**src/rtl/nmt_ram.sv**
```systemverilog
module nmt_ram #(
  parameter int W = 8,
  parameter int D = 16
) (
  input  logic                 clk,
  input  logic                 we,
  input  logic [$clog2(D)-1:0] waddr,
  input  logic [W-1:0]         wdata,
  input  logic [$clog2(D)-1:0] raddr,
  output logic [W-1:0]         rdata
);

  logic [W-1:0] mem [D];
  logic [W-1:0] rdata_r;

  always_ff @(posedge clk) begin
    if (we) begin
      mem[waddr] <= wdata;
    end
    rdata_r <= mem[raddr];
  end

  assign rdata = rdata_r;

endmodule

```
**config.mk**
```make
export PLATFORM = sky130hd
export DESIGN_NAME = nmt_ram
export DESIGN_NICKNAME = d
export VERILOG_FILES = /design/src/rtl/nmt_ram.sv
export SDC_FILE = /design/constraint.sdc
export NUM_CORES = 1
export LEC_CHECK = 0
export BUFFER_PORTS_ARGS = -buffer_cell sky130_fd_sc_hd__buf_2
export CAP_MARGIN = 20
export CORE_MARGIN = 5
export CORE_UTILIZATION = 34
export CTS_CLUSTER_DIAMETER = 30
export DETAILED_ROUTE_END_ITERATION = 10
export PLACE_DENSITY = 0.59
export SLEW_MARGIN = 20
export SYNTH_ARGS = -nofsm -noshare
export SYNTH_HDL_FRONTEND = slang
export SYNTH_SLANG_ARGS = --single-unit
export TNS_END_PERCENT = 20
```
**constraint.sdc**
```tcl
create_clock -name clk -period 2 [get_ports clk]
set_input_delay 0.4 -clock clk [delete_from_list [all_inputs] [get_ports clk]]
set_output_delay 0.4 -clock clk [all_outputs]
set_load 0.01 [all_outputs]
```
==> results.toml <==
[outcome]
outcome = "finished, final reports clean"

[flow_run]
max_cap_viol_count = 0

[critical_path]
cp-end-kind = "flip-flop"
crit_path_start_kind = "input pin"
arrival_ns = 1.85
cp_max_fo = 16
crit_type = "in -> reg"
required_ns = 2.29

[synthesis]
syn_avg_cell_area_um2 = 22.5
ys.flop_type = "edfxtp_1"
yosys_warnings = 0
ys_async_sr_fraction_pct = 0
synth_cells = 229
synth-seq-cells = 136
synth_common_cells = "edfxtp_1, mux4_2, a22oi_1, mux4_1, nor2_1"
yosysTopAreaCellShare_pct = 74.7
yosysUniqueCellTypes = 19
synth_area_leaders = "edfxtp_1, mux4_2, mux4_1, dfxtp_1, a22oi_1"
syn_area_um2 = 5150
synth_edf_count = 128
yosysMostFrequentCell = "edfxtp_1"
yosysTopAreaCell = "edfxtp_1"
syn-num-nets = 247
yosysSeqAreaShare_pct = 77.8

[timing]
skew_ns = 0.00572
rsz0062_at_grt = "false"
tightest_slew_ns = 0.417
clock.fmax_mhz = 641
fin_crit_ns = 1.56
period_share_pct = 78.0
hold_viol = 0
drv_slew = 0
setup_viol = 0
slew_headroom_pct = 72.2
tns_ns = 0

[cells_and_area]
multi_input_area_um2 = 1060
diodes = 0
regArea_um2 = 4000
finalInstanceArea_um2 = 6210
fin_nets = 308
syn2layout_area_growth_pct = 20.6
fin_util_pct = 41.3
drive_gt1_share_pct = 31.7
fillers = 1268

[route]
vias = 2471
routedWlPerCell_um = 20.5
drc = 0
dr.pass1.iters = 4
wl_mm = 10.1
via_per_inst = 5.03
ant_nets = 0
drtIter0Drc = 146

[cts]
cts_buffers = 17
cts_root_buf = "clkbuf_16"
cts_resized = 0
holdBufCountCts = 0
clock_latency_ns = 0.41
cts_tree = "built"
clkSlewWorstSetupHoldPaths_ns = 0.05
ctsLongestPathBuffers = 2
cts.sinks = 136
cts_setup_buffers = 0
htree_levels = 4

[power]
seqPwrFrac_pct = 50.2
intPower_mw = 5.12
ir_worst_vdd_v = 0.000681
pwr_density_cell_nw_per_um2 = 1030
power_mw = 6.38
switchingPower_mw = 1.26
clkPwrFrac_pct = 44.8
leakage_nw = 2.12
switching_share_pct = 19.8
pwr-share-comb_pct = 4.9

[floorplan]
dieWidth_um = 133
die_h_um = 133
initial_core_util_pct = 34.2
core-area_um2 = 15000
io_pins = 26
row_count = 45
die-area_um2 = 17700

[grt]
met2_usage_pct = 17.6
use_met1_pct = 17.3
grt_max_degree = 17
grt_pass1_wl_mm = 15.7
grt-ovfl-total = 0
globalRouteMet3Util_pct = 4.26
grt_pass1_vias = 2576
grt.busiest_layer = "met2"
antenna_found_initial = 0
track_usage_pct = 12.4

[worst_hold_path]
hold_class = "in -> reg"

[placement]
place.gp.congestion = 0.708
portBuffers = 25
place_area_um2 = 5660
place_hpwl_mm = 6.73
final cells by class:
cell class              instances  share of cell area [%]
clock buffers                  19                    6.98
clock inverters                13                    1.79
multi-input cells              83                    17.0
flip-flops and latches        136                    64.5
well taps                     188                    3.79
repair buffers                 52                    5.89
critical path, cell delays in order:
cell and delay (ns):
buf_2 0.14, buf_12 0.19, buf_4 0.16, mux4_1 0.55, a22oi_1 0.31, nand2_1 0.09
power by group through the flow:
stage                     logic (mW)  clock network, mW  registers (mW)
after floorplan                0.162                  0            3.27
after global placement         0.314                  0            3.27
after detailed placement       0.320                  0            3.27
after CTS                      0.322               2.92            3.21
after global routing           0.345               3.06            3.21
final                          0.314               2.86            3.21
worst paths after layout:
check | start | end | slack [ns] | depth (start not counted)
hold / removal | wdata[6] | mem[3][6] | 0.37 | 1
setup reg to reg | mem[1][3] | rdata[3] | 0.61 | 3
setup / recovery | raddr[0] | rdata[3] | 0.44 | 6
hold reg to reg | mem[13][4] | rdata[4] | 0.68 | 3
routing by layer:
metal	up-vias	part of all wire [%]	wire (um)
li1	1097	-	-
met5	-	0	0
met3	12	4.5	458
met2	51	46	4680
met1	1311	48	4800
met4	0	1.5	148
state kept, by name, indices dropped and copies added (netlist names):
register / count
rdata: 8
mem: 128
layout by cell type (no fill, tap or decap), types with 2 or more instances in the layout:
master and instances:
nor2_1 13, nor3_1 4, clkinv_2 5, mux4_2 18, a22oi_1 16, nand2_1 9, clkinv_1 5, clkbuf_16 17
clkbuf_1 2, buf_12 3, bufinv_16 2, mux4_1 14, nand3b_1 2, dfxtp_1 8, nand2b_1 2, buf_2 25
edfxtp_1 128, buf_4 24
stage by stage:
stage,hold WS [ns],std cells,setup slack [ns]
3_5_place_dp,0.664,459,0.0160
4_1_cts,0.358,491,0.451
6_report,0.375,491,0.441
3_3_place_gp,0.657,459,0.0370
5_1_grt,0.368,491,0.424
2_1_floorplan,0.499,229,0.107
cells by family after synthesis:
family / after synthesis / share of synthesized area, %
AOI/OAI and AO/OA: 16 / 2.33
buffers and inverters: 10 / 1.68
muxes: 32 / 15.0
DFF: 136 / 77.8
and+or+nand+nor: 35 / 3.18
No activity file was read; power rests on OpenSTA's default activity.
